### src/sv/headset_jack_detector_defines.svh
// Assertion macros for the headset jack detector RTL.
`ifndef HEADSET_JACK_DETECTOR_DEFINES_SVH
`define HEADSET_JACK_DETECTOR_DEFINES_SVH

// Property checked at every clock edge outside reset.
`define HJD_ASSERT(lbl, clk_sig, rst_sig, prop, msg) \
  lbl: assert property (@(posedge clk_sig) disable iff (rst_sig) prop) else $error(msg);

// Property checked at every clock edge, reset included.
`define HJD_ASSERT_ALWAYS(lbl, clk_sig, prop, msg) \
  lbl: assert property (@(posedge clk_sig) prop) else $error(msg);

`endif

### src/sv/hjd_pkg.sv
// Types and constants shared by the headset jack detector modules.
`default_nettype none

package hjd_pkg;

  localparam int TimerBits = 16;
  localparam int CfgDataBits = 16;
  localparam int CfgIndexBits = 3;
  localparam int ModeBits = 3;

  typedef enum logic [1:0] {
    JackNone  = 2'd0,
    JackFour  = 2'd1,
    JackThree = 2'd2
  } jack_t;

  typedef enum logic [1:0] {
    KeyNone    = 2'd0,
    KeyPress   = 2'd1,
    KeyRelease = 2'd2
  } key_t;

  typedef enum logic [CfgIndexBits-1:0] {
    CfgInsertDebounce  = 3'd0,
    CfgUnplugDebounce  = 3'd1,
    CfgPressDebounce   = 3'd2,
    CfgReleaseDebounce = 3'd3,
    CfgFirstPressDelay = 3'd4,
    CfgButtonEnable    = 3'd5,
    CfgPoleSettle      = 3'd6,
    CfgModeFlags       = 3'd7
  } cfg_idx_t;

  // Bit positions inside mode_flags.
  localparam int ModeDetectLow = 0;
  localparam int ModeButtonLow = 1;
  localparam int ModeAdaptive  = 2;

  typedef struct packed {
    logic [CfgDataBits-1:0] insert_debounce;
    logic [CfgDataBits-1:0] unplug_debounce;
    logic [CfgDataBits-1:0] press_debounce;
    logic [CfgDataBits-1:0] release_debounce;
    logic [CfgDataBits-1:0] first_press_delay;
    logic [CfgDataBits-1:0] button_enable_delay;
    logic [CfgDataBits-1:0] pole_settle;
    logic [ModeBits-1:0]    mode;
  } hjd_cfg_t;

  localparam hjd_cfg_t CfgReset = '{
    insert_debounce:     16'd250,
    unplug_debounce:     16'd10,
    press_debounce:      16'd40,
    release_debounce:    16'd30,
    first_press_delay:   16'd500,
    button_enable_delay: 16'd1000,
    pole_settle:         16'd100,
    mode:                3'd7
  };

  typedef struct packed {
    jack_t                jack_code;
    logic [TimerBits-1:0] plug_timer;
    logic                 plug_run;
    logic [TimerBits-1:0] settle_timer;
    logic                 settling;
    logic [TimerBits-1:0] button_timer;
    logic                 button_run;
    logic [TimerBits-1:0] enable_timer;
    logic                 enable_pending;
    logic                 sense_on;
    logic                 first_armed;
    logic                 key_held;
    logic                 ignore_button;
    logic                 upgrade_pending;
    logic                 last_detect;
    logic                 last_button;
    logic                 mic_on;
  } hjd_state_t;

  localparam hjd_state_t StateReset = '{
    jack_code:       JackNone,
    plug_timer:      '0,
    plug_run:        1'b0,
    settle_timer:    '0,
    settling:        1'b0,
    button_timer:    '0,
    button_run:      1'b0,
    enable_timer:    '0,
    enable_pending:  1'b0,
    sense_on:        1'b0,
    first_armed:     1'b0,
    key_held:        1'b0,
    ignore_button:   1'b0,
    upgrade_pending: 1'b0,
    last_detect:     1'b1,
    last_button:     1'b1,
    mic_on:          1'b0
  };

  typedef struct packed {
    jack_t jack_state;
    logic  mic_mode;
    key_t  key_event;
    logic  state_changed;
  } hjd_result_t;

endpackage

`default_nettype wire

### src/sv/hjd_cfg_regs.sv
// Configuration register bank of the headset jack detector.
`default_nettype none

module hjd_cfg_regs (
  input  wire logic                            clk,
  input  wire logic                            rst,
  input  wire logic                            cfg_we,
  input  wire logic [hjd_pkg::CfgIndexBits-1:0] cfg_index,
  input  wire logic [hjd_pkg::CfgDataBits-1:0]  cfg_data,
  output hjd_pkg::hjd_cfg_t                    cfg
);
  import hjd_pkg::*;

  always_ff @(posedge clk) begin
    if (rst) begin
      cfg <= CfgReset;
    end else if (cfg_we) begin
      case (cfg_idx_t'(cfg_index))
        CfgInsertDebounce:  cfg.insert_debounce     <= cfg_data;
        CfgUnplugDebounce:  cfg.unplug_debounce     <= cfg_data;
        CfgPressDebounce:   cfg.press_debounce      <= cfg_data;
        CfgReleaseDebounce: cfg.release_debounce    <= cfg_data;
        CfgFirstPressDelay: cfg.first_press_delay   <= cfg_data;
        CfgButtonEnable:    cfg.button_enable_delay <= cfg_data;
        CfgPoleSettle:      cfg.pole_settle         <= cfg_data;
        CfgModeFlags:       cfg.mode                <= cfg_data[ModeBits-1:0];
        default:            cfg <= cfg;
      endcase
    end
  end

endmodule

`default_nettype wire

### src/sv/hjd_core.sv
// Detection state and per-tick update logic of the headset jack detector.
`default_nettype none
`include "headset_jack_detector_defines.svh"

module hjd_core (
  input  wire logic            clk,
  input  wire logic            rst,
  input  wire logic            step,
  input  wire logic            detect,
  input  wire logic            button,
  input  wire hjd_pkg::hjd_cfg_t cfg,
  output hjd_pkg::hjd_result_t res
);
  import hjd_pkg::*;

  hjd_state_t st;
  hjd_state_t st_next;

  logic attached;
  logic pressed;
  logic adaptive;
  logic fire_button;
  logic fire_enable;
  logic fire_settle;
  logic fire_plug;
  logic run_det;
  key_t key;

  assign adaptive = cfg.mode[ModeAdaptive];
  assign attached = detect ^ cfg.mode[ModeDetectLow];
  assign pressed  = button ^ cfg.mode[ModeButtonLow];

  // A running timer fires on the tick it would count from one (or zero) down.
  assign fire_button = st.button_run     && (st.button_timer <= TimerBits'(1));
  assign fire_enable = st.enable_pending && (st.enable_timer <= TimerBits'(1));
  assign fire_settle = st.settling       && (st.settle_timer <= TimerBits'(1));
  assign fire_plug   = st.plug_run       && (st.plug_timer   <= TimerBits'(1));

  always_comb begin
    st_next = st;
    key = KeyNone;
    run_det = st.upgrade_pending;

    // Count down all running timers; a fired timer stops at zero.
    if (fire_button) begin
      st_next.button_timer = '0;
      st_next.button_run = 1'b0;
    end else if (st.button_run) begin
      st_next.button_timer = st.button_timer - TimerBits'(1);
    end
    if (fire_enable) begin
      st_next.enable_timer = '0;
      st_next.enable_pending = 1'b0;
    end else if (st.enable_pending) begin
      st_next.enable_timer = st.enable_timer - TimerBits'(1);
    end
    if (fire_settle) begin
      st_next.settle_timer = '0;
      st_next.settling = 1'b0;
    end else if (st.settling) begin
      st_next.settle_timer = st.settle_timer - TimerBits'(1);
    end
    if (fire_plug) begin
      st_next.plug_timer = '0;
      st_next.plug_run = 1'b0;
    end else if (st.plug_run) begin
      st_next.plug_timer = st.plug_timer - TimerBits'(1);
    end

    // Button debounce expired: key events, or an upgrade request for 3-pole.
    if (fire_button && !(st_next.ignore_button && !adaptive) && attached) begin
      if (st_next.jack_code == JackFour) begin
        if (pressed) begin
          if (!st_next.key_held && !st_next.ignore_button) begin
            st_next.key_held = 1'b1;
            key = KeyPress;
          end
        end else if (st_next.key_held) begin
          st_next.key_held = 1'b0;
          key = KeyRelease;
        end
      end else if (st_next.jack_code == JackThree && adaptive && !pressed) begin
        st_next.upgrade_pending = 1'b1;
      end
    end

    if (fire_enable) begin
      st_next.first_armed = 1'b1;
      st_next.sense_on = 1'b1;
    end

    // Settle wait over: classify by the button line.
    if (fire_settle) begin
      if (!pressed) begin
        st_next.ignore_button = 1'b0;
        st_next.jack_code = JackFour;
        st_next.mic_on = 1'b1;
        st_next.enable_timer = TimerBits'(cfg.button_enable_delay);
        st_next.enable_pending = 1'b1;
      end else begin
        st_next.ignore_button = 1'b1;
        st_next.jack_code = JackThree;
        if (adaptive) begin
          st_next.enable_timer = TimerBits'(cfg.button_enable_delay);
          st_next.enable_pending = 1'b1;
        end
      end
    end

    if (fire_plug) begin
      run_det = 1'b1;
    end

    if (run_det) begin
      if (!attached) begin
        if (st_next.jack_code != JackNone) begin
          st_next.jack_code = JackNone;
          st_next.enable_pending = 1'b0;
          st_next.enable_timer = '0;
          st_next.sense_on = 1'b0;
          st_next.settling = 1'b0;
          st_next.settle_timer = '0;
          if (st_next.key_held) begin
            st_next.key_held = 1'b0;
            key = KeyRelease;
          end
          st_next.mic_on = 1'b0;
        end
      end else if (st_next.jack_code == JackNone || st_next.upgrade_pending) begin
        st_next.settle_timer = TimerBits'(cfg.pole_settle);
        st_next.settling = 1'b1;
      end
      st_next.upgrade_pending = 1'b0;
    end

    // Detect edge restarts the plug debounce and cancels button and settle work.
    if (detect != st.last_detect) begin
      st_next.plug_timer = (st_next.jack_code == JackNone) ?
                           TimerBits'(cfg.insert_debounce) :
                           TimerBits'(cfg.unplug_debounce);
      st_next.plug_run = 1'b1;
      st_next.button_run = 1'b0;
      st_next.button_timer = '0;
      st_next.settling = 1'b0;
      st_next.settle_timer = '0;
      if (!attached) begin
        st_next.mic_on = 1'b0;
      end
    end

    // Button edge starts its debounce; the first edge after enable uses the first-press delay.
    if (button != st.last_button && st_next.sense_on) begin
      if (st_next.first_armed) begin
        st_next.button_timer = TimerBits'(cfg.first_press_delay);
        st_next.first_armed = 1'b0;
      end else if (pressed) begin
        st_next.button_timer = TimerBits'(cfg.press_debounce);
      end else begin
        st_next.button_timer = TimerBits'(cfg.release_debounce);
      end
      st_next.button_run = 1'b1;
    end

    st_next.last_detect = detect;
    st_next.last_button = button;

    res.jack_state = st_next.jack_code;
    res.mic_mode = st_next.mic_on;
    res.key_event = key;
    res.state_changed = (st_next.jack_code != st.jack_code);
  end

  always_ff @(posedge clk) begin
    if (rst) begin
      st <= StateReset;
    end else if (step) begin
      st <= st_next;
    end
  end

  `HJD_ASSERT(a_press_sets_held, clk, rst,
              (step && res.key_event == KeyPress) |=> st.key_held, "press without key held")
  `HJD_ASSERT(a_release_clears_held, clk, rst,
              (step && res.key_event == KeyRelease) |=> !st.key_held, "release left key held")
  `HJD_ASSERT(a_mic_needs_jack, clk, rst,
              st.mic_on |-> (st.jack_code != JackNone), "mic on with no jack")
  `HJD_ASSERT(a_state_holds_idle, clk, rst,
              !step |=> (st == $past(st)), "state moved without a tick")

endmodule

`default_nettype wire

### src/sv/hjd_out_stage.sv
// Result register of the headset jack detector with its output handshake.
`default_nettype none

module hjd_out_stage (
  input  wire logic            clk,
  input  wire logic            rst,
  input  wire logic            load,
  input  wire hjd_pkg::hjd_result_t res,
  input  wire logic            out_ready,
  output logic                 out_valid,
  output logic                 free,
  output hjd_pkg::hjd_result_t held
);
  import hjd_pkg::*;

  assign free = !out_valid || out_ready;

  always_ff @(posedge clk) begin
    if (rst) begin
      out_valid <= 1'b0;
    end else if (load) begin
      out_valid <= 1'b1;
    end else if (out_ready) begin
      out_valid <= 1'b0;
    end
  end

  always_ff @(posedge clk) begin
    if (load) begin
      held <= res;
    end
  end

endmodule

`default_nettype wire

### src/sv/headset_jack_detector.sv
// Top level of the headset jack detector: input register, state update and result register.
`default_nettype none

// Each input beat is one time tick carrying the raw jack-detect and button pin levels,
// and each tick produces exactly one result beat with the jack state, the mic mode
// level, a press or release key event and a flag that marks a change of jack state.
// A beat is captured in an input register, the whole tick update (timer countdown,
// plug decision, pole classification, button debounce) is done in one pass of short
// logic, and the result is held in an output register. The block takes one beat per
// clock cycle while out_ready is high; when the output stalls, the input register can
// still take the next tick while a result waits. All debounce and delay timers are
// 16-bit down counters that stop at zero; a load of zero or one fires on the next tick.
// Configuration registers are written through cfg_we, cfg_index and cfg_data and
// should only change while no tick is in flight; writes take effect at once and all
// registers return to their documented defaults on rst.

module headset_jack_detector (
  input  wire logic                             clk,
  input  wire logic                             rst,
  input  wire logic                             cfg_we,
  input  wire logic [hjd_pkg::CfgIndexBits-1:0] cfg_index,
  input  wire logic [hjd_pkg::CfgDataBits-1:0]  cfg_data,
  input  wire logic                             in_valid,
  output logic                                  in_ready,
  input  wire logic                             detect_level,
  input  wire logic                             button_level,
  output logic                                  out_valid,
  input  wire logic                             out_ready,
  output logic [1:0]                            jack_state,
  output logic                                  mic_mode,
  output logic [1:0]                            key_event,
  output logic                                  state_changed
);
  import hjd_pkg::*;

  hjd_cfg_t    cfg;
  hjd_result_t res;
  hjd_result_t held;

  // Input register: one tick waiting for its update pass.
  logic in_full;
  logic in_detect;
  logic in_button;

  logic out_free;
  logic step;
  logic in_accept;

  // The held tick is processed as soon as the result register can take its result.
  assign step      = in_full && out_free;
  assign in_ready  = !in_full || step;
  assign in_accept = in_valid && in_ready;

  always_ff @(posedge clk) begin
    if (rst) begin
      in_full <= 1'b0;
    end else if (in_accept) begin
      in_full <= 1'b1;
    end else if (step) begin
      in_full <= 1'b0;
    end
  end

  always_ff @(posedge clk) begin
    if (in_accept) begin
      in_detect <= detect_level;
      in_button <= button_level;
    end
  end

  hjd_cfg_regs u_cfg (
    .clk       (clk),
    .rst       (rst),
    .cfg_we    (cfg_we),
    .cfg_index (cfg_index),
    .cfg_data  (cfg_data),
    .cfg       (cfg)
  );

  hjd_core u_core (
    .clk    (clk),
    .rst    (rst),
    .step   (step),
    .detect (in_detect),
    .button (in_button),
    .cfg    (cfg),
    .res    (res)
  );

  hjd_out_stage u_out (
    .clk       (clk),
    .rst       (rst),
    .load      (step),
    .res       (res),
    .out_ready (out_ready),
    .out_valid (out_valid),
    .free      (out_free),
    .held      (held)
  );

  assign jack_state    = held.jack_state;
  assign mic_mode      = held.mic_mode;
  assign key_event     = held.key_event;
  assign state_changed = held.state_changed;

endmodule

`default_nettype wire
### config.mk
export PLATFORM = sky130hd
export DESIGN_NAME = headset_jack_detector
export DESIGN_NICKNAME = d
export VERILOG_FILES = /design/src/sv/hjd_pkg.sv /design/src/sv/hjd_cfg_regs.sv /design/src/sv/hjd_core.sv /design/src/sv/hjd_out_stage.sv /design/src/sv/headset_jack_detector.sv
export VERILOG_INCLUDE_DIRS = /design/src /design/src/sv
export SDC_FILE = /design/constraint.sdc
export NUM_CORES = 1
export LEC_CHECK = 0
export BUFFER_PORTS_ARGS = -buffer_cell sky130_fd_sc_hd__buf_2
export CORE_UTILIZATION = 62
export CTS_CLUSTER_SIZE = 16
export DETAILED_ROUTE_END_ITERATION = 7
export GPL_TIMING_DRIVEN = 1
export HOLD_SLACK_MARGIN = 0.06
export PLACE_DENSITY = 0.8
export SLEW_MARGIN = 25
export SYNTH_ARGS = -nofsm -noshare
export SYNTH_HDL_FRONTEND = slang
export SYNTH_SLANG_ARGS = --single-unit
### constraint.sdc
create_clock -name clk -period 3.8 [get_ports clk]
set_input_delay 0.19 -clock clk [delete_from_list [all_inputs] [get_ports clk]]
set_output_delay 0.19 -clock clk [all_outputs]
set_load 0.1 [all_outputs]
-- After elaboration in Yosys (flattened, before gate mapping)
Cells that the tools add are included.
- equality and inequality tests: 12
- multiplexer cells: 67
- divide/modulo/power cells: 0
- multipliers: 0
- order comparisons: 4
- shift-type cells: 0
- bitwise gates (word level): 2
- $add $sub $neg: 4
- reductions and logical operators: 46
- operators by type and width (kind ; count):
    16-bit two-way mux ; 11
    17-bit two-way mux ; 8
    16-bit by 1-bit <= comparator with 1-bit output (second input constant) ; 4
    16-bit by 1-bit subtractor with 16-bit output (second input constant) ; 4
    18-bit two-way mux ; 3
    51-bit two-way mux ; 1
    1-bit two-way mux ; 30
    2-bit two-way mux ; 14
    2-bit AND reduction ; 13
    1-bit logical AND ; 13
    3-bit == test (second input constant) ; 4
    2-bit nonzero test ; 4
    1-bit zero test ; 7
    3-bit by 2-bit == test with 1-bit output (second input constant) ; 2
    3-bit nonzero test ; 2
    2-bit zero test ; 2
    4-bit nonzero test ; 1
    3-bit by 1-bit == test with 1-bit output (second input constant) ; 1
    3-bit zero test ; 1
    1-bit logical OR ; 3
    2-bit by 1-bit == test with 1-bit output (second input constant) ; 1
    2-bit == test (second input constant) ; 1
    1-bit inequality test ; 2
    2-bit inequality test ; 1
    1-bit bitwise XOR ; 2
- memory bits (writable): 0
- input bits: 26
- output and inout port bits: 8
- bits in registers: 203
- memories: 0
- bits in read-only memories: 0
- latch bits: 0

-- Longest topological paths before layout
Gate-level depths: netlist of the first run.
- depth after elaboration: 12
- gate-level depth with buffers: 12

-- Hierarchy
Synthesis of the first run repeated with hierarchy kept, for this count alone.
- cells, all modules: 1164
- area, all modules: 10368.7 sq um
- by module, submodules not included (module ; area an instance (sq um) ; times used ; cells an instance):
    hjd_core ; 5546.6 ; 1 ; 737
    hjd_cfg_regs ; 4473.0 ; 1 ; 409
    hjd_out_stage ; 226.5 ; 1 ; 10
    headset_jack_detector ; 122.6 ; 1 ; 8

-- Worst setup path after synthesis of the first run
OpenSTA, ideal clock, no wires.
- path type: reg2reg
- from: register u_core.st[69] (netlist name)
- to: register u_core.st[69] (netlist name)
- library setup time: 0.123 ns
- path buffers: 2
- period minus slack after synthesis: 2.779 ns
- data required time: 3.677 ns
- stages on the path, launching flop included: 10
- setup slack: 1.021 ns
- data arrival time: 2.656 ns
- cells stage by stage: dfxtp_1 or4_4 or4b_4 o21ai_4 a21o_1 buf_4 buf_6 mux2_2 a221oi_1 nor2_1
- longest elaborated chain between the ends: 7
- elaborated cells between the ends (all ways): 12
- RTL lines (item ; line ; RTL):
    from (decl) ; hjd_core.sv:16 ; hjd_state_t st;
    from (signal assigned) ; hjd_core.sv:175 ; st <= StateReset;
    from (signal assigned) ; hjd_core.sv:177 ; st <= st_next;
    16-bit by 1-bit <= comparator with 1-bit output ; hjd_core.sv:37 ; assign fire_plug = st.plug_run && (st.plug_timer <= TimerBits'(1));
    1-bit logical AND ; hjd_core.sv:37 ;
    1-bit two-way mux ; hjd_core.sv:110 ; if (fire_plug) begin
    2-bit two-way mux ; hjd_core.sv:114 ; if (run_det) begin
    2-bit zero test ; hjd_core.sv:138 ; st_next.plug_timer = (st_next.jack_code == JackNone) ?
    16-bit two-way mux ; hjd_core.sv:138 ;
    51-bit two-way mux ; hjd_core.sv:137 ; if (detect != st.last_detect) begin
Several ways; a longest one is shown, not always the timed one. The select of a mux whose other input is x is not followed.
A chain may end at the register's enable or synchronous reset.

-- Final worst setup path of the first run
- from: register u_core.st[69] (netlist name)
- to: register u_core.st[54] (netlist name)
- longest elaborated chain between the ends: 5
- RTL lines (item ; line):
    16-bit by 1-bit <= comparator with 1-bit output ; hjd_core.sv:37
    1-bit logical AND ; hjd_core.sv:37
    1-bit two-way mux ; hjd_core.sv:110
    17-bit two-way mux ; hjd_core.sv:114
    51-bit two-way mux ; hjd_core.sv:137
No other way between the ends.

==> key figures, run 1 <==
Outcome
  – Outcome: finished clean

Route
  – Final wirelength: 27900 µm
  – WL/cell: 17.9 µm
  – ANT nets after route: 0
  – Drt drc: 0
  – Vias post-DR: 9562
  – DR pass1 iterations: 5
  – DR vias/cell: 6.14
  – Initial DRC count: 1012

Clocking
  – Clk buf depth: 3
  – Root Buffer: clkbuf_16
  – CTS resizes: 0
  – Clock latency on the worst-skew pair: 510 ps
  – Clock H-tree levels: 1
  – CTS clk-pin slew, worst paths: 60 ps
  – Post-CTS setup buffer count: 0
  – Clk sinks: 203
  – CTS tree: done
  – Total CTS buffers: 22

Die
  – Die Area: 16700 µm²
  – Ports: 34
  – FP Rows: 46
  – Core area: 15800 µm²
  – Die X: 129 µm
  – Chip Height: 129 µm
  – Starting Density: 63.4%

Setup path
  – Critical path's largest stage delay: 580 ps
  – Worst setup startpoint: u_core.st[69]
  – Worst-path cell chain: or4_4, or4b_4, o21ai_4, a21boi_2, nor2_1, nand3_1, o21ai_0
  – Worst Path Buf+Inv: 0
  – Delay-heaviest family, CP: simple AND/OR/NAND/NOR gates
  – Crit-path slowest cell: or4_4
  – Worst setup SP type: flip-flop
  – Critical path class: flip-flop to flip-flop
  – Arrival @ worst endpoint: 3440 ps
  – CP endpoint kind: flip-flop
  – Req. time, crit path: 4160 ps
  – Worst-path maximum fanout: 16
  – Worst r2r src: u_core.st[69]

Pwr
  – Power density over cell area: 456 nW/µm²
  – Power consumption: 0.00516 W
  – Lkg Pwr: 4.38 nW
  – Peak supply drop: 408 µV

Timing
  – Pins Over Slew Limit: 0
  – Relative slew slack: 32.4%
  – Final setup fails: 0
  – Final worst setup slack: 715 ps
  – RSZ-0062 raised after global routing: no
  – Final Skew: 7.77 ps
  – Tmin final: 3090 ps
  – Fin. Hold Viols: 0
  – TNS Setup: 0 ps
  – FMAX: 0.324 GHz
  – Period Utilization, post-route: 81.2%
  – Worst slew pin tran: 1010 ps

Synthesis
  – Leading register cell type out of synthesis: dfxtp_1
  – Syn Nets: 1339
  – Post-synth top cells: nand2_1 (321), dfxtp_1 (195), a21oi_1 (138)
  – Largest family of logic cells by synthesized area: simple AND/OR/NAND/NOR gates
  – Fraction of the mapped netlist area in adder cells: 0.998%
  – Synth Area in Compound Gates: 18.6%
  – Number of synthesized flops with an enable pin: 8
  – Most area-hungry cell type in the Yosys netlist: dfxtp_1
  – FFs w/ async S/R, synth: 0%
  – Mapped Cells: 1305
  – Synth top area cells: dfxtp_1 (39%), nand2_1 (12%), a21oi_1 (6.9%), nor2_1 (3.8%), o21ai_0 (3.1%)
  – Post-Synth Simple-Gate Area: 26.7%
  – Xor/xnor share of the synthesized area: 2.71%
  – Area share of the leading cell type in the synthesized netlist: 38.9%
  – Seq/Total Area, Yosys: 41.3%
  – Flops & latches, synth: 203
  – Synth Area per Inst: 7.69 µm²
  – Most frequent cell after synthesis: nand2_1
  – Mux contribution to synthesized area: 4.57%
  – Syn. warnings: 0
  – Netlist cell types: 77
  – Post-Synthesis Cell Area: 10000 µm²

Global routing
  – Largest net degree at the start of global routing: 84
  – Initial antenna violation count: 0
  – First-pass GRT wire length: 43900 µm
  – Overall Global Routing Usage: 33.5%
  – Grt ovf: 0
  – Vias in the first global route: 8458

Run
  – Max_cap viols: 0

Layout
  – Area Growth Syn to Fin: 12.7%
  – # diodes: 0
  – Nets: 1360
  – Layout cells sized above 1: 10.2%
  – Finished Core Util: 71.4%

Placement
  – Pre-CTS WS: 778 ps
  – Gpl congestion: 0.912
  – Post-DP HPWL: 17800 µm
  – I/O Buffers: 33

Hold path
  – Min-Delay Path Class: input pin to flip-flop
  – Hold Path Origin: rst
-- metrics by stage --
stage / cells / hold slack, ps / area (µm²)
2_1_floorplan: 1305 / 289 / 10000
3_3_place_gp: 1497 / 373 / 10300
3_5_place_dp: 1497 / 379 / 10300
4_1_cts: 1557 / 158 / 11300
5_1_grt: 1557 / 185 / 11300
6_report: 1557 / 144 / 11300
-- state kept, by name, indices dropped and copies added, names as in the netlist --
| signal | cells |
|---|---|
| in_detect | 1 |
| u_cfg.cfg | 115 |
| u_out.held | 6 |
| in_full | 1 |
| u_out.out_valid | 1 |
| in_button | 1 |
| u_core.st | 78 |
-- layout make-up --
| type | instances | area, µm² |
|---|---|---|
| well taps | 216 | 270 |
| inverters | 26 | 97.6 |
| clock buffers | 30 | 652 |
| flip-flops and latches | 203 | 4140 |
| multi-input cells | 989 | 5410 |
| clock inverters | 9 | 123 |
| repair buffers | 84 | 603 |
| fillers | 1256 | 4530 |
-- cell usage in the layout, fill, tap and decap left out, types with 13 or more instances in the layout --
cell type      count
nor2_1            99
buf_4             31
dfxtp_1          195
dlygate4sd3_1     21
mux2_2            14
clkbuf_16         23
nor3_1            35
xnor2_1           17
a21oi_1          138
nand3_1           56
nand2_1          321
inv_1             26
nor4_1            23
buf_2             32
mux2i_1           30
xor2_1            13
o21ai_0           63
a31oi_1           16
-- path summary, 6_finish.rpt --
check	end	slack [ps]	cells past startpoint
max	u_core.st[54]	710	7
min	u_out.out_valid	140	2
max reg2reg	u_core.st[54]	710	7
min reg2reg	u_cfg.cfg[35]	450	2
-- logic make-up after synthesis --
kind of cell | Yosys count
AO/OA/AOI/OAI | 304
XOR/XNOR | 31
adder cells (fa/ha/maj) | 8
buffers and inverters | 113
flip-flops | 203
multiplexers | 44
AND/OR/NAND/NOR | 602
-- where the power goes --
part	switching (W)	leakage, nW	internal, W
registers	0.0000432	1.66	0.00220
logic	0.000427	2.34	0.000218
clock network	0.000870	0.384	0.00140
-- worst reg2reg max path, cell delays in order (launching register included) --
cell and delay (ps):
dfxtp_1 350, or4_4 580, or4b_4 530, o21ai_4 280
a21boi_2 320, nor2_1 160, nand3_1 490, o21ai_0 210
-- metal layers --
layer / track usage [%] / routed length, µm
met3: 5.62 / 2220
met5: 0 / 0
met4: 11.3 / 899
met2: 53.4 / 12600
met1: 46.0 / 12200
-- what timing repair did --
action	CTS	global route
hold buffers	21	0
endpoints found under the setup margin	0	0
endpoints found under the hold margin	72	0
Note: power is estimated with default switching activity, not from simulation.
==> run 2: changes to the inputs <==
clock period = 3.08 ns   (was 3.8 ns; I/O delays follow)
==> key figures, run 2 (synthesized netlist as in run 1, its figures left out) <==
Clocking
  – Total CTS buffers: 22 (unchanged)
  – CTS clk-pin slew, worst paths: 60 ps (about the same)
  – CTS tree: done (unchanged)
  – CTS resizes: 0 (unchanged)
  – Clock H-tree levels: 1 (unchanged)
  – Clock latency on the worst-skew pair: 510 ps (about the same)
  – Clk sinks: 203 (unchanged)
  – Clk buf depth: 3 (unchanged)
  – Root Buffer: clkbuf_16 (unchanged)

Setup path
  – Arrival @ worst endpoint: 3280 ps (was 3440 ps)
  – Worst setup SP type: flip-flop (unchanged)
  – CP endpoint kind: flip-flop (unchanged)
  – Crit-path slowest cell: or4_4 (unchanged)
  – Critical path class: flip-flop to flip-flop (unchanged)
  – Cell mode on critical path: buf_4
  – Worst-path maximum fanout: 20 (was 16)
  – Req. time, crit path: 3480 ps (was 4160 ps)
  – Critical path's largest stage delay: 590 ps (was 580 ps)
  – Worst-path cell chain: or4_4, or4b_4, o21ai_4, buf_4, o31ai_2, buf_4, nand2_4, a31oi_1, a221oi_1 (was or4_4, or4b_4, o21ai_4, a21boi_2, nor2_1, nand3_1, o21ai_0)

Timing
  – Fin. Hold Viols: 0 (unchanged)
  – FMAX: 0.347 GHz (was 0.324 GHz)
  – Relative slew slack: 50.4% (was 32.4%)
  – RSZ-0062 raised after global routing: no (unchanged)
  – Final setup fails: 0 (unchanged)
  – Tmin final: 2880 ps (was 3090 ps)
  – Final Skew: 8.02 ps (was 7.77 ps)
  – Period Utilization, post-route: 93.6% (was 81.2%)
  – Worst slew pin tran: 742 ps (was 1010 ps)
  – Pins Over Slew Limit: 0 (unchanged)
  – TNS Setup: 0 ps (unchanged)

Layout
  – Max FFs per register: 115 (unchanged)
  – Regs by FF count: u_cfg.cfg x115, u_core.st x78, u_out.held x6 (unchanged)
  – Register with the most flip-flops: u_cfg.cfg (unchanged)
  – # diodes: 0 (unchanged)
  – Most common cell after layout, fill and taps aside: nand2_1 (unchanged)
  – Register area: 4140 µm² (unchanged)
  – Multi-input gate area: 5410 µm² (about the same)
  – Layout cells sized above 1: 10.4% (was 10.2%)
  – Filler cells: 1263 (was 1256)
  – Area Growth Syn to Fin: 13.2% (was 12.7%)
  – Finished Core Util: 71.8% (was 71.4%)
  – Nets: 1372 (was 1360)
  – Commonest non-fill, non-tap cells in the layout: nand2_1 (321), dfxtp_1 (195), a21oi_1 (138) (unchanged)

Global routing
  – Largest net degree at the start of global routing: 117 (was 84)
  – First-pass GRT wire length: 44100 µm (was 43900 µm)
  – Grt ovf: 0 (unchanged)
  – Overall Global Routing Usage: 33.5% (about the same)
  – Vias in the first global route: 8543 (was 8458)
  – Initial antenna violation count: 0 (unchanged)

Route
  – DR vias/cell: 6.10 (was 6.14)
  – DR pass1 iterations: 5 (unchanged)
  – Initial DRC count: 1117 (was 1012)
  – Drt drc: 0 (unchanged)
  – Vias post-DR: 9570 (was 9562)
  – ANT nets after route: 0 (unchanged)
  – Final wirelength: 27900 µm (about the same)
  – WL/cell: 17.8 µm (was 17.9 µm)

Hold path
  – Min-Delay Path Class: input pin to flip-flop (unchanged)

Die
  – Ports: 34 (unchanged)
  – Chip Height: 129 µm (unchanged)
  – FP Rows: 46 (unchanged)
  – Die X: 129 µm (unchanged)
  – Die Area: 16700 µm² (unchanged)
  – Starting Density: 63.4% (unchanged)
  – Core area: 15800 µm² (unchanged)

Placement
  – Gpl congestion: 0.907 (was 0.912)
  – Post-DP HPWL: 17800 µm (about the same)
  – I/O Buffers: 33 (unchanged)

Pwr
  – Power density over cell area: 550 nW/µm² (was 456 nW/µm²)
  – Peak supply drop: 458 µV (was 408 µV)
  – Lkg Pwr: 4.42 nW (was 4.38 nW)

Outcome
  – Outcome: finished clean (unchanged)

Run
  – Max_cap viols: 0 (unchanged)
==> run 2: area by class of cell <==
cell class                      count  share of cell area, %
Sequential cell                   203                   36.5
Clock inverter                      6                  0.727
Timing Repair Buffer               96                   6.32
Multi-Input combinational cell    989                   47.6
Inverter                           26                  0.859
Tap cell                          216                   2.38
Clock buffer                       32                   5.63
==> run 2: routing by layer <==
layer | track usage (%) | vias to the layer above | wire (µm)
met1 | 46.0 | 4475 | 11900
met3 | 4.87 | 47 | 2500
met2 | 54.3 | 425 | 12700
met5 | 0 | - | 0
li1 | - | 4623 | -
met4 | 10.6 | 0 | 764
==> run 2: critical path: cells and delay by family, from the launching register on <==
family,cells,cell delay (ps)
compound gates,4,700
buf+inv,2,370
flops,1,350
simple gates,3,1330
==> run 2: path summary, 6_finish.rpt <==
check | start | to | slack (ps) | depth (start not counted)
hold reg to reg | u_cfg.cfg[14] | u_cfg.cfg[14] | 450 | 2
setup reg to reg | u_core.st[69] | u_core.st[26] | 200 | 9
setup / recovery | u_core.st[69] | u_core.st[26] | 200 | 9
hold / removal | cfg_index[1] | u_cfg.cfg[1] | 210 | 4
==> run 2: stage by stage <==
| step | total power [W] | worst slack [ps] | instances | instance area, µm² | hold WS, ps |
|---|---|---|---|---|---|
| floorplan | 0.00335 | 301 | 1305 | 10000 | 253 |
| global placement | 0.00358 | 305 | 1509 | 10400 | 339 |
| detailed placement | 0.00360 | 254 | 1509 | 10400 | 333 |
| CTS | 0.00625 | 237 | 1568 | 11400 | 195 |
| global route | 0.00644 | 72.5 | 1568 | 11400 | 245 |
| finish | 0.00624 | 199 | 1568 | 11400 | 212 |
==> run 2: where the power goes <==
part	leakage, nW	switching [W]	total, W	internal, W
combinational	2.40	0.000533	0.000815	0.000283
clock	0.352	0.00106	0.00266	0.00160
sequential	1.66	0.0000544	0.00277	0.00271
total	4.42	0.00165	0.00624	0.00460
==> run 2: what timing repair did <==
| action | in CTS | in global routing |
|---|---|---|
| endpoints found under the hold margin | 124 | 0 |
| hold buffers | 21 | 0 |
| setup buffers | 0 | 0 |
==> run 3: changes to the inputs <==
RECOVER_POWER = 50   (was not set)
==> key figures, run 3 (synthesized netlist as in run 1, its figures left out) <==
Hold path
  – Min-Delay Path Class: input pin to flip-flop (unchanged)

Global routing
  – Largest net degree at the start of global routing: 117 (unchanged)
  – Initial antenna violation count: 0 (unchanged)
  – Overall Global Routing Usage: 33.5% (unchanged)
  – Grt ovf: 0 (unchanged)
  – First-pass GRT wire length: 44100 µm (unchanged)
  – Vias in the first global route: 8543 (unchanged)

Layout
  – Register with the most flip-flops: u_cfg.cfg (unchanged)
  – Most common cell after layout, fill and taps aside: nand2_1 (unchanged)
  – Commonest non-fill, non-tap cells in the layout: nand2_1 (321), dfxtp_1 (195), a21oi_1 (138) (unchanged)
  – Layout cells sized above 1: 9.84% (was 10.4%)
  – Max FFs per register: 115 (unchanged)
  – Finished Core Util: 71.6% (was 71.8%)
  – # diodes: 0 (unchanged)
  – Nets: 1372 (unchanged)
  – Area Growth Syn to Fin: 13.0% (was 13.2%)
  – Regs by FF count: u_cfg.cfg x115, u_core.st x78, u_out.held x6 (unchanged)
  – Filler cells: 1271 (was 1263)

Die
  – FP Rows: 46 (unchanged)
  – Ports: 34 (unchanged)
  – Starting Density: 63.4% (unchanged)
  – Core area: 15800 µm² (unchanged)
  – Die Area: 16700 µm² (unchanged)
  – Die X: 129 µm (unchanged)
  – Chip Height: 129 µm (unchanged)

Setup path
  – Crit-path slowest cell: or4_4 (unchanged)
  – Critical path's largest stage delay: 590 ps (about the same)
  – Critical path class: flip-flop to flip-flop (unchanged)
  – Cell mode on critical path: buf_4 (unchanged)
  – Req. time, crit path: 3370 ps (was 3480 ps)
  – Worst setup SP type: flip-flop (unchanged)
  – Worst-path cell chain: or4_4, or4b_4, o21ai_4, buf_4, o31ai_2, buf_4, nand2_4, mux2i_1, o32ai_1 (was or4_4, or4b_4, o21ai_4, buf_4, o31ai_2, buf_4, nand2_4, a31oi_1, a221oi_1)
  – Worst-path maximum fanout: 20 (unchanged)
  – Arrival @ worst endpoint: 3230 ps (was 3280 ps)
  – CP endpoint kind: flip-flop (unchanged)

Clocking
  – Root Buffer: clkbuf_16 (unchanged)
  – Clk buf depth: 3 (unchanged)
  – CTS clk-pin slew, worst paths: 60 ps (about the same)
  – Clk sinks: 203 (unchanged)
  – Post-CTS setup buffer count: 0 (unchanged)
  – Clock H-tree levels: 1 (unchanged)
  – Hold_buf cts: 21 (unchanged)
  – Total CTS buffers: 22 (unchanged)
  – CTS resizes: 0 (unchanged)
  – Clock latency on the worst-skew pair: 510 ps (about the same)
  – CTS tree: done (unchanged)

Timing
  – RSZ-0062 raised after global routing: no (unchanged)
  – FMAX: 0.341 GHz (was 0.347 GHz)
  – Relative slew slack: -48.6% (was 50.4%)
  – Final setup fails: 0 (unchanged)
  – Pins Over Slew Limit: 162 (was 0)
  – TNS Setup: 0 ps (unchanged)
  – Tmin final: 2940 ps (was 2880 ps)
  – Final Skew: 10.3 ps (was 8.02 ps)
  – Fin. Hold Viols: 0 (unchanged)
  – Worst slew pin tran: 2230 ps (was 742 ps)
  – Period Utilization, post-route: 95.3% (was 93.6%)

Outcome
  – Outcome: complete, but fails checks (was finished clean)
  – Failing checks: capacitance limit, slew limit

Route
  – Initial DRC count: 1135 (was 1117)
  – DR vias/cell: 6.14 (was 6.10)
  – Drt drc: 0 (unchanged)
  – WL/cell: 17.8 µm (about the same)
  – DR pass1 iterations: 6 (was 5)
  – Final wirelength: 27900 µm (about the same)
  – Vias post-DR: 9620 (was 9570)
  – ANT nets after route: 0 (unchanged)

Pwr
  – Clock network power share: 42.6% (about the same)
  – Sw frac: 26.4% (about the same)
  – Power density over cell area: 551 nW/µm² (was 550 nW/µm²)
  – Int Power: 0.00459 W (was 0.00460 W)
  – Part of the power in combinational logic: 13.0% (was 13.1%)
  – Switching power: 0.00165 W (about the same)
  – Lkg Pwr: 4.38 nW (was 4.42 nW)
  – Flop pwr share: 44.4% (was 44.3%)
  – Peak supply drop: 460 µV (was 458 µV)

Placement
  – Post-DP HPWL: 17800 µm (unchanged)
  – Gpl congestion: 0.907 (unchanged)
  – I/O Buffers: 33 (unchanged)

Run
  – Max_cap viols: 2 (was 0)
run 3: changes by cell type in the layout (fill, tap and decap cells not counted):
cell	before	now
clkbuf_1	6	14
buf_2	32	26
and2_0	0	1
and2_1	4	3
buf_12	2	1
buf_4	41	40
run 3: path summary, 6_finish.rpt:
path | from | depth (start not counted) | slack (ps) | end
setup reg to reg | u_core.st[69] | 9 | 140 | u_core.st[34]
setup / recovery | u_core.st[69] | 9 | 140 | u_core.st[34]
hold / removal | cfg_index[2] | 4 | 230 | u_cfg.cfg[2]
hold reg to reg | u_cfg.cfg[14] | 2 | 450 | u_cfg.cfg[14]
run 3: layer usage:
layer / global-route usage, % / share of wire [%] / up-vias
met5: 0 / 0 / -
met1: 46.0 / 42 / 4522
met2: 54.3 / 46 / 424
li1: - / - / 4622
met4: 10.6 / 2.8 / 0
met3: 4.87 / 9.1 / 52
run 3: area by class of cell:
| class | instances | area [µm²] | area share [%] |
|---|---|---|---|
| Multi-Input combinational cell | 989 | 5410 | 47.7 |
| Sequential cell | 203 | 4140 | 36.6 |
| Timing Repair Buffer | 96 | 691 | 6.10 |
| Clock buffer | 32 | 639 | 5.64 |
| Tap cell | 216 | 270 | 2.39 |
| Inverter | 26 | 97.6 | 0.861 |
| Clock inverter | 6 | 82.6 | 0.729 |
run 3: worst max-delay path, delay by kind of cell, from the launching register on:
family	cells	cell delay, ps
compound gates	3	410
flops	1	360
buf+inv	2	370
simple gates	3	1330
mux	1	240
run 3: power groups by stage:
| stage | combinational (W) | clock [W] | sequential (W) |
|---|---|---|---|
| 5_1_grt | 0.000887 | 0.00278 | 0.00277 |
| 2_1_floorplan | 0.000511 | 0 | 0.00283 |
| 3_5_place_dp | 0.000773 | 0 | 0.00282 |
| 4_1_cts | 0.000799 | 0.00269 | 0.00277 |
| 6_report | 0.000811 | 0.00266 | 0.00277 |
| 3_3_place_gp | 0.000763 | 0 | 0.00282 |
run 3: metrics by stage:
step / std cells / total power (W) / hold slack [ps] / area, µm² / worst slack [ps]
after global routing: 1568 / 0.00644 / 268 / 11300 / 44.9
after floorplan: 1305 / 0.00335 / 253 / 10000 / 301
after CTS: 1568 / 0.00625 / 195 / 11400 / 237
after detailed placement: 1509 / 0.00360 / 333 / 10400 / 254
after global placement: 1509 / 0.00358 / 339 / 10400 / 305
final: 1568 / 0.00624 / 230 / 11300 / 143
